## src/rtl/cmt_pkg.sv

```systemverilog
// ----------------------------------------------------------------------------
// cmt_pkg
// shared constants, codes and types of the counted multiset table
// ----------------------------------------------------------------------------
package cmt_pkg;

    localparam int ENTRIES    = 32;
    localparam int COUNT_BITS = 16;
    localparam int ELEM_BITS  = 32;

    localparam int IDX_W   = (ENTRIES > 1) ? $clog2(ENTRIES) : 1;
    localparam int USED_W  = $clog2(ENTRIES + 1);
    // full table of saturated counts stays below 2^(COUNT_BITS + clog2(ENTRIES))
    localparam int TOTAL_W = COUNT_BITS + $clog2(ENTRIES);

    localparam int FUNC_W = 2;
    localparam int IN_W   = 32;
    localparam int RES_W  = 1 + COUNT_BITS + USED_W + TOTAL_W + 1 + 1;
    localparam int OUT_W  = ((RES_W + 7) / 8) * 8;
    localparam int OUT_PAD = OUT_W - RES_W;

    localparam logic [COUNT_BITS-1:0] COUNT_MAX = '1;

    // operation codes, code 3 behaves as a query
    localparam logic [FUNC_W-1:0] FN_ADD    = 2'd0;
    localparam logic [FUNC_W-1:0] FN_REMOVE = 2'd1;
    localparam logic [FUNC_W-1:0] FN_QUERY  = 2'd2;

    typedef logic [ELEM_BITS-1:0]  t_key;
    typedef logic [COUNT_BITS-1:0] t_cnt;
    typedef logic [IDX_W-1:0]      t_idx;

    // write request into the entry store
    typedef struct packed {
        logic en;
        t_idx addr;
        t_key key;
        t_cnt cnt;
    } t_wr;

endpackage

```

## src/rtl/cmt_store.sv

```systemverilog
// ----------------------------------------------------------------------------
// cmt_store
// entry memory: key and count per slot, one write and one registered read
// ----------------------------------------------------------------------------
module cmt_store (
    input  logic           i_clk,
    input  cmt_pkg::t_wr   i_wr,
    input  cmt_pkg::t_idx  i_rd_addr,
    output cmt_pkg::t_key  o_rd_key,
    output cmt_pkg::t_cnt  o_rd_cnt
);
    import cmt_pkg::*;

    t_key r_keys [ENTRIES];
    t_cnt r_counts [ENTRIES];
    t_key r_rd_key;
    t_cnt r_rd_cnt;

    always_ff @(posedge i_clk) begin
        if (i_wr.en) begin
            r_keys[i_wr.addr]   <= i_wr.key;
            r_counts[i_wr.addr] <= i_wr.cnt;
        end
    end

    always_ff @(posedge i_clk) begin
        r_rd_key <= r_keys[i_rd_addr];
        r_rd_cnt <= r_counts[i_rd_addr];
    end

    assign o_rd_key = r_rd_key;
    assign o_rd_cnt = r_rd_cnt;

endmodule

```

## src/rtl/counted_multiset_table.sv

```systemverilog
// ----------------------------------------------------------------------------
// counted_multiset_table
// Frequency table of up to ENTRIES distinct elements with a count for each.
// Every item on the slave side carries an operation in tuser (add, remove,
// query; code 3 acts as a query) and an element in tdata, and yields exactly
// one result item. The block handles one item at a time: it takes an item
// only while its sequencer is idle, then walks the entry memory one slot per
// cycle through a single key comparator until it finds the element or runs
// past the last held entry. When a remove frees a slot, the last entry is
// moved into it before the result is handed on. A stalled result side holds
// the sequencer in its done state while the output register stays full. A
// finished result waits in the output register while the next item is
// already taken. Adds of a new element into a full table are refused and
// flagged; counts saturate at their maximum.
// ----------------------------------------------------------------------------
module counted_multiset_table (
    input  logic                            i_clk,
    input  logic                            i_rst_n,
    // slave side
    input  logic                            i_s_tvalid,
    output logic                            o_s_tready,
    input  logic [cmt_pkg::IN_W-1:0]        i_s_tdata,   // [31:0] elem
    input  logic [cmt_pkg::FUNC_W-1:0]      i_s_tuser,   // [1:0] func
    // master side
    output logic                            o_m_tvalid,
    input  logic                            i_m_tready,
    output logic [cmt_pkg::OUT_W-1:0]       o_m_tdata    // found, count[16],
                                                         // distinct[6], total[21],
                                                         // rejected, empty_res,
                                                         // zero pad
);
    import cmt_pkg::*;

    // sequencer states
    localparam logic [2:0] ST_IDLE = 3'd0;   // waiting for an item
    localparam logic [2:0] ST_SCAN = 3'd1;   // compare one slot per cycle
    localparam logic [2:0] ST_EXEC = 3'd2;   // apply the operation
    localparam logic [2:0] ST_MOVE = 3'd3;   // fill the freed slot with the last entry
    localparam logic [2:0] ST_DONE = 3'd4;   // hand the result to the output register

    logic [2:0]          r_state, n_state;
    logic [FUNC_W-1:0]   r_func, n_func;
    t_key                r_key, n_key;
    t_idx                r_idx, n_idx;
    logic                r_hit, n_hit;
    t_idx                r_slot, n_slot;
    t_cnt                r_cnt, n_cnt;
    logic                r_rej, n_rej;
    logic [USED_W-1:0]   r_used, n_used;
    logic [TOTAL_W-1:0]  r_total, n_total;
    logic                r_out_valid, n_out_valid;
    logic [OUT_W-1:0]    r_out_data, n_out_data;

    t_wr                 wr;
    t_idx                rd_addr;
    t_key                rd_key;
    t_cnt                rd_cnt;
    logic                key_eq;
    logic                scan_last;
    logic [USED_W-1:0]   used_m1;

    cmt_store u_store (
        .i_clk     (i_clk),
        .i_wr      (wr),
        .i_rd_addr (rd_addr),
        .o_rd_key  (rd_key),
        .o_rd_cnt  (rd_cnt)
    );

    // the one shared comparator of the scan
    assign key_eq    = (rd_key == r_key);
    assign scan_last = ((USED_W'(r_idx) + USED_W'(1)) == r_used);
    assign used_m1   = r_used - USED_W'(1);

    assign o_s_tready = (r_state == ST_IDLE);
    assign o_m_tvalid = r_out_valid;
    assign o_m_tdata  = r_out_data;

    always_comb begin
        n_state     = r_state;
        n_func      = r_func;
        n_key       = r_key;
        n_idx       = r_idx;
        n_hit       = r_hit;
        n_slot      = r_slot;
        n_cnt       = r_cnt;
        n_rej       = r_rej;
        n_used      = r_used;
        n_total     = r_total;
        n_out_valid = r_out_valid;
        n_out_data  = r_out_data;
        rd_addr     = r_idx;
        wr          = '0;

        // result taken downstream
        if (r_out_valid && i_m_tready) begin
            n_out_valid = 1'b0;
        end

        case (r_state)
            ST_IDLE: begin
                rd_addr = '0;
                if (i_s_tvalid) begin
                    n_func = i_s_tuser;
                    n_key  = i_s_tdata[ELEM_BITS-1:0];
                    n_idx  = '0;
                    n_hit  = 1'b0;
                    n_slot = '0;
                    n_cnt  = '0;
                    n_rej  = 1'b0;
                    // empty table: nothing to scan
                    n_state = (r_used == '0) ? ST_EXEC : ST_SCAN;
                end
            end
            ST_SCAN: begin
                if (key_eq) begin
                    n_hit   = 1'b1;
                    n_slot  = r_idx;
                    n_cnt   = rd_cnt;
                    n_state = ST_EXEC;
                end else if (scan_last) begin
                    n_state = ST_EXEC;
                end else begin
                    rd_addr = r_idx + t_idx'(1);
                    n_idx   = r_idx + t_idx'(1);
                end
            end
            ST_EXEC: begin
                n_state  = ST_DONE;
                wr.key   = r_key;
                wr.addr  = r_slot;
                if (r_func == FN_ADD) begin
                    if (r_hit) begin
                        if (r_cnt != COUNT_MAX) begin
                            wr.en   = 1'b1;
                            wr.cnt  = r_cnt + t_cnt'(1);
                            n_cnt   = r_cnt + t_cnt'(1);
                            n_total = r_total + TOTAL_W'(1);
                        end
                    end else if (r_used < USED_W'(ENTRIES)) begin
                        // append a new entry behind the last one
                        wr.en   = 1'b1;
                        wr.addr = r_used[IDX_W-1:0];
                        wr.cnt  = t_cnt'(1);
                        n_cnt   = t_cnt'(1);
                        n_used  = r_used + USED_W'(1);
                        n_total = r_total + TOTAL_W'(1);
                    end else begin
                        n_rej = 1'b1;
                    end
                end else if (r_func == FN_REMOVE && r_hit) begin
                    if (r_cnt > t_cnt'(1)) begin
                        wr.en   = 1'b1;
                        wr.cnt  = r_cnt - t_cnt'(1);
                        n_cnt   = r_cnt - t_cnt'(1);
                        n_total = r_total - TOTAL_W'(1);
                    end else begin
                        // slot freed: fetch the last entry to move into it
                        n_total = r_total - TOTAL_W'(r_cnt);
                        n_used  = used_m1;
                        n_cnt   = '0;
                        rd_addr = used_m1[IDX_W-1:0];
                        n_state = ST_MOVE;
                    end
                end
            end
            ST_MOVE: begin
                wr.en   = 1'b1;
                wr.addr = r_slot;
                wr.key  = rd_key;
                wr.cnt  = rd_cnt;
                n_state = ST_DONE;
            end
            ST_DONE: begin
                if (!r_out_valid || i_m_tready) begin
                    n_out_valid = 1'b1;
                    n_out_data  = {{OUT_PAD{1'b0}}, (r_used == '0), r_rej,
                                   r_total, r_used, r_cnt, r_hit};
                    n_state     = ST_IDLE;
                end
            end
            default: begin
                n_state = ST_IDLE;
            end
        endcase
    end

    always_ff @(posedge i_clk) begin
        if (!i_rst_n) begin
            r_state     <= ST_IDLE;
            r_used      <= '0;
            r_total     <= '0;
            r_out_valid <= 1'b0;
        end else begin
            r_state     <= n_state;
            r_used      <= n_used;
            r_total     <= n_total;
            r_out_valid <= n_out_valid;
        end
    end

    always_ff @(posedge i_clk) begin
        r_func     <= n_func;
        r_key      <= n_key;
        r_idx      <= n_idx;
        r_hit      <= n_hit;
        r_slot     <= n_slot;
        r_cnt      <= n_cnt;
        r_rej      <= n_rej;
        r_out_data <= n_out_data;
    end

    // entry count stays within capacity
    a_used_cap: assert property (@(posedge i_clk) disable iff (!i_rst_n)
        r_used <= USED_W'(ENTRIES))
        else $error("entry count beyond capacity");

    // every held entry has a nonzero count, so the total is zero only when empty
    a_total_empty: assert property (@(posedge i_clk) disable iff (!i_rst_n)
        (r_used == '0) == (r_total == '0))
        else $error("total and entry count disagree");

    // a refused add reports no hit and no count
    a_rej_clean: assert property (@(posedge i_clk) disable iff (!i_rst_n)
        r_out_valid && r_out_data[RES_W-2] |->
            !r_out_data[0] && (r_out_data[COUNT_BITS:1] == '0))
        else $error("refused add with hit or count");

    // an accepted item leaves the idle state
    a_accept_busy: assert property (@(posedge i_clk) disable iff (!i_rst_n)
        i_s_tvalid && o_s_tready |=> r_state != ST_IDLE)
        else $error("item accepted but sequencer idle");

    // a result is only loaded when the output register is free or drained
    a_no_overwrite: assert property (@(posedge i_clk) disable iff (!i_rst_n)
        r_out_valid && !i_m_tready && r_state == ST_DONE |=> r_state == ST_DONE)
        else $error("result overwrote a pending item");

endmodule

```

## config.mk

```make
export PLATFORM = sky130hd
export DESIGN_NAME = counted_multiset_table
export DESIGN_NICKNAME = d
export VERILOG_FILES = /design/src/rtl/cmt_pkg.sv /design/src/rtl/cmt_store.sv /design/src/rtl/counted_multiset_table.sv
export SDC_FILE = /design/constraint.sdc
export NUM_CORES = 2
export LEC_CHECK = 0
export BUFFER_PORTS_ARGS = -buffer_cell sky130_fd_sc_hd__buf_4
export CAP_MARGIN = 10
export CORE_MARGIN = 8
export CORE_UTILIZATION = 57
export DETAILED_ROUTE_END_ITERATION = 10
export MAX_ROUTING_LAYER = met4
export PLACE_DENSITY = 0.8
export SLEW_MARGIN = 0
export SYNTH_ARGS = -nofsm -noshare
export SYNTH_HDL_FRONTEND = slang
export SYNTH_SLANG_ARGS = --single-unit
```

## constraint.sdc

```tcl
create_clock -name i_clk -period 4.6 [get_ports i_clk]
set_input_delay 0.69 -clock i_clk [delete_from_list [all_inputs] [get_ports i_clk]]
set_output_delay 0.69 -clock i_clk [all_outputs]
set_load 0.005 [all_outputs]
```

==> impl_metrics.tcl <==
set metrics [dict create \
    status "finished clean" \
    cp.required_ps 5270 \
    synth_cells 5156 \
    initial_core_util_pct 57.2 \
    finish.instance_area_sq_um 77700 \
    core_sq_um 119000 \
    p_leak_nw 26.3 \
    vias_per_cell 6.50 \
    drive_above_1_share_pct 11.5 \
    vias 45832 \
    overflow 0 \
    num_io_pins 88 \
    cts_root_buf "clkbuf_16" \
    synth_seq_cells 1723 \
    synth.top_cells.by_count "edfxtp_1 (1644), nand2_1 (1415), nand3_1 (502)" \
    synth_top_area_cell "edfxtp_1" \
    syn_area_sq_um 68300 \
    vdd_drop_max_uv 713 \
    grt_pass1_wl_mm 280 \
    drt-total-wl_mm 192 \
    gp_congestion 0.900 \
    fin_crit_ps 4530 \
    hold_buffers 0 \
    cp_num_buf_inv 0 \
    antenna-diode-count 0 \
    post-synth-top-count-cell "edfxtp_1" \
    fin_skew_ps 58.8 \
    io_buffer_count 85 \
    yosys_warnings 0 \
    critPathKind "flop to flop" \
    dr.max_layer_used "met4" \
    setup_viol 0 \
    cp_common_cell "nand2_1" \
    grt_max_degree 119 \
    antenna_found_initial 0 \
    drv_cap 0 \
    cts_tree "built" \
    ys_types 76 \
    postSynthAreaPerCell_sq_um 13.2 \
    wl_met1_mm 66.9 \
    p_per_area_nw_per_um2 568 \
    die_h_um 362 \
    ys_seq_area_share_pct 74.6 \
    crit_slowest_cell "or4_4" \
    fp-row-count 127 \
    drcViolationCount 0 \
    synth_edf_count 1644 \
    nets 5366 \
    crit_fanout 4 \
    synth_top_area_share_pct 72.3 \
    ant_nets 0 \
    path_cells "or4_4 -> nor3b_4 -> and2_1 -> nand2_1 -> ha_2 -> nand2_1 -> fa_1 -> nand2b_1 -> a21oi_1 -> o211a_1 -> a41o_1 -> a41oi_1 -> nor4b_4 -> o31ai_2 -> xnor2_1 -> or3_1 -> a21boi_0" \
    slew_headroom_pct 17.3 \
    route.met2.wl_mm 88.7 \
    clkLatencyLatePin_ps 790 \
    cts_buffer_depth 3 \
    clkTransAtPathRegs_ps 60 \
    place_area_sq_um 72200 \
    fp.dieW_um 362 \
    clkSinkCount 1723 \
    drt_first_iter_violations 7230 \
    syn_to_final_growth_pct 13.8 \
    met3_wirelength_mm 25.7 \
    hold_violations 0 \
    period_share_pct 98.5 \
    worst_ep_arrival_time_ps 5200 \
    dieArea_sq_um 131000 \
    async_flop_share_pct 0 \
    critPathLaunchType "flop" \
    globalRouteTotalUtil_pct 29.3 \
    grt_pass1_vias 44461 \
    post-dp-hpwl_mm 103 \
    post-route-util_pct 65.1 \
    wl_per_cell_um 27.3 \
    finalMaxSlewViolations 0 \
    max_freq_mhz 221 \
    cts_max_level 4 \
    total_power_mw 44.2 \
    tightestPinTransition_ps 1240 \
    path_delay_family "simple AND/OR/NAND/NOR gates" \
    synth_ff_type "edfxtp_1" \
    end_kind "flop" \
    hp-class "input port to flop" \
    dr.pass1.iters 9 \
    cts_made_buffers 166 \
    critPathMaxStageDelay_ps 590 \
    synth.top_cells.by_area "edfxtp_1 (72%), nand2_1 (7.8%), nand3_1 (3.7%), dfxtp_1 (2.3%), nor2_1 (1.3%)" \
]
## through the flow
| step | setup TNS [ps] | worst slack (ps) | cells | hold slack [ps] |
|---|---|---|---|---|
| after floorplan | -67580 | -139 | 5157 | 400 |
| after global placement | 0 | 162 | 6741 | 441 |
| after detailed placement | 0 | 79.0 | 6741 | 443 |
| after CTS | 0 | 98.5 | 7048 | 39.7 |
| after global routing | -90.7 | -90.7 | 7050 | 52.8 |
| final | 0 | 69.8 | 7050 | 77.3 |
## metal layers
| metal | vias to the layer above | global-route usage, % |
|---|---|---|
| met5 | - | - |
| met4 | 0 | 14.5 |
| met3 | 749 | 6.59 |
| met2 | 3838 | 45.2 |
| met1 | 21977 | 37.1 |
| li1 | 19268 | - |
## registers in the layout (all words and copies together) (netlist names)
register and cells:
r_idx 5, r_rej 1, r_slot 5, o_m_tvalid 1, u_store.o_rd_key 32, u_store.r_keys 1024, r_key 32, r_used 6
u_store.o_rd_cnt 16, r_total 21, u_store.r_counts 512, r_cnt 16, r_state 3, r_hit 1, r_func 2, o_m_tdata 46
## cell families after synthesis
group	synth area share, %
compound gates	4.96
other cells	0.00549
simple gates	15.9
fa+ha+maj	0.542
flops	74.6
buf+inv	2.24
xor+xnor	0.936
mux	0.857
## cells in the final DEF (no fill, tap or decap), types with 8 or more instances in the layout
master,n
edfxtp_1,1644
clkbuf_8,22
a21oi_1,91
o21ai_1,12
bufinv_16,9
clkinv_1,16
nand3_1,502
a22o_1,47
clkbuf_1,44
a32oi_1,97
buf_4,219
mux2i_1,54
nor2_4,33
nor4_1,54
a21boi_0,16
and2_1,11
nand2_1,1414
xnor2_1,55
xor2_1,16
a31oi_1,15
nor2_1,201
or3_1,13
nand3b_1,48
clkbuf_16,167
o21ai_0,72
buf_12,68
nand4_1,112
nor3_1,19
inv_1,14
ha_1,27
o2111ai_1,47
a21o_1,11
clkinv_2,32
dfxtp_1,79
nand2b_1,8
## final timing paths
check / slack [ps] / depth (start not counted) / endpoint / start
max reg2reg: 70 / 17 / r_total[20] / r_cnt[9]
min: 80 / 1 / r_key[27] / i_s_tdata[27]
max: 70 / 17 / r_total[20] / r_cnt[9]
min reg2reg: 450 / 0 / o_m_tdata[43] / r_total[20]
## power by group
group	total (mW)	leakage, nW	internal (mW)	switching, mW
Clock	13.5	2.65	7.61	5.84
Combinational	11.4	8.03	3.53	7.82
Sequential	19.4	15.7	18.7	0.636
## layout make-up
| cell class | count | area [sq um] |
|---|---|---|
| tap | 1612 | 2020 |
| timing repair buffer | 287 | 3010 |
| fill | 7903 | 41600 |
| multi-input combinational | 3104 | 16300 |
| clock inverter | 74 | 751 |
| sequential | 1723 | 50900 |
| inverter | 17 | 63.8 |
| clock buffer | 233 | 4650 |
## repair_timing
item,CTS,global route
setup endpoints to repair,1,44
pin swaps,0,2
buffers inserted,0,2
hold endpoints to repair,0,0
gates resized for setup,1,12
(Power assumes the default switching activity.)
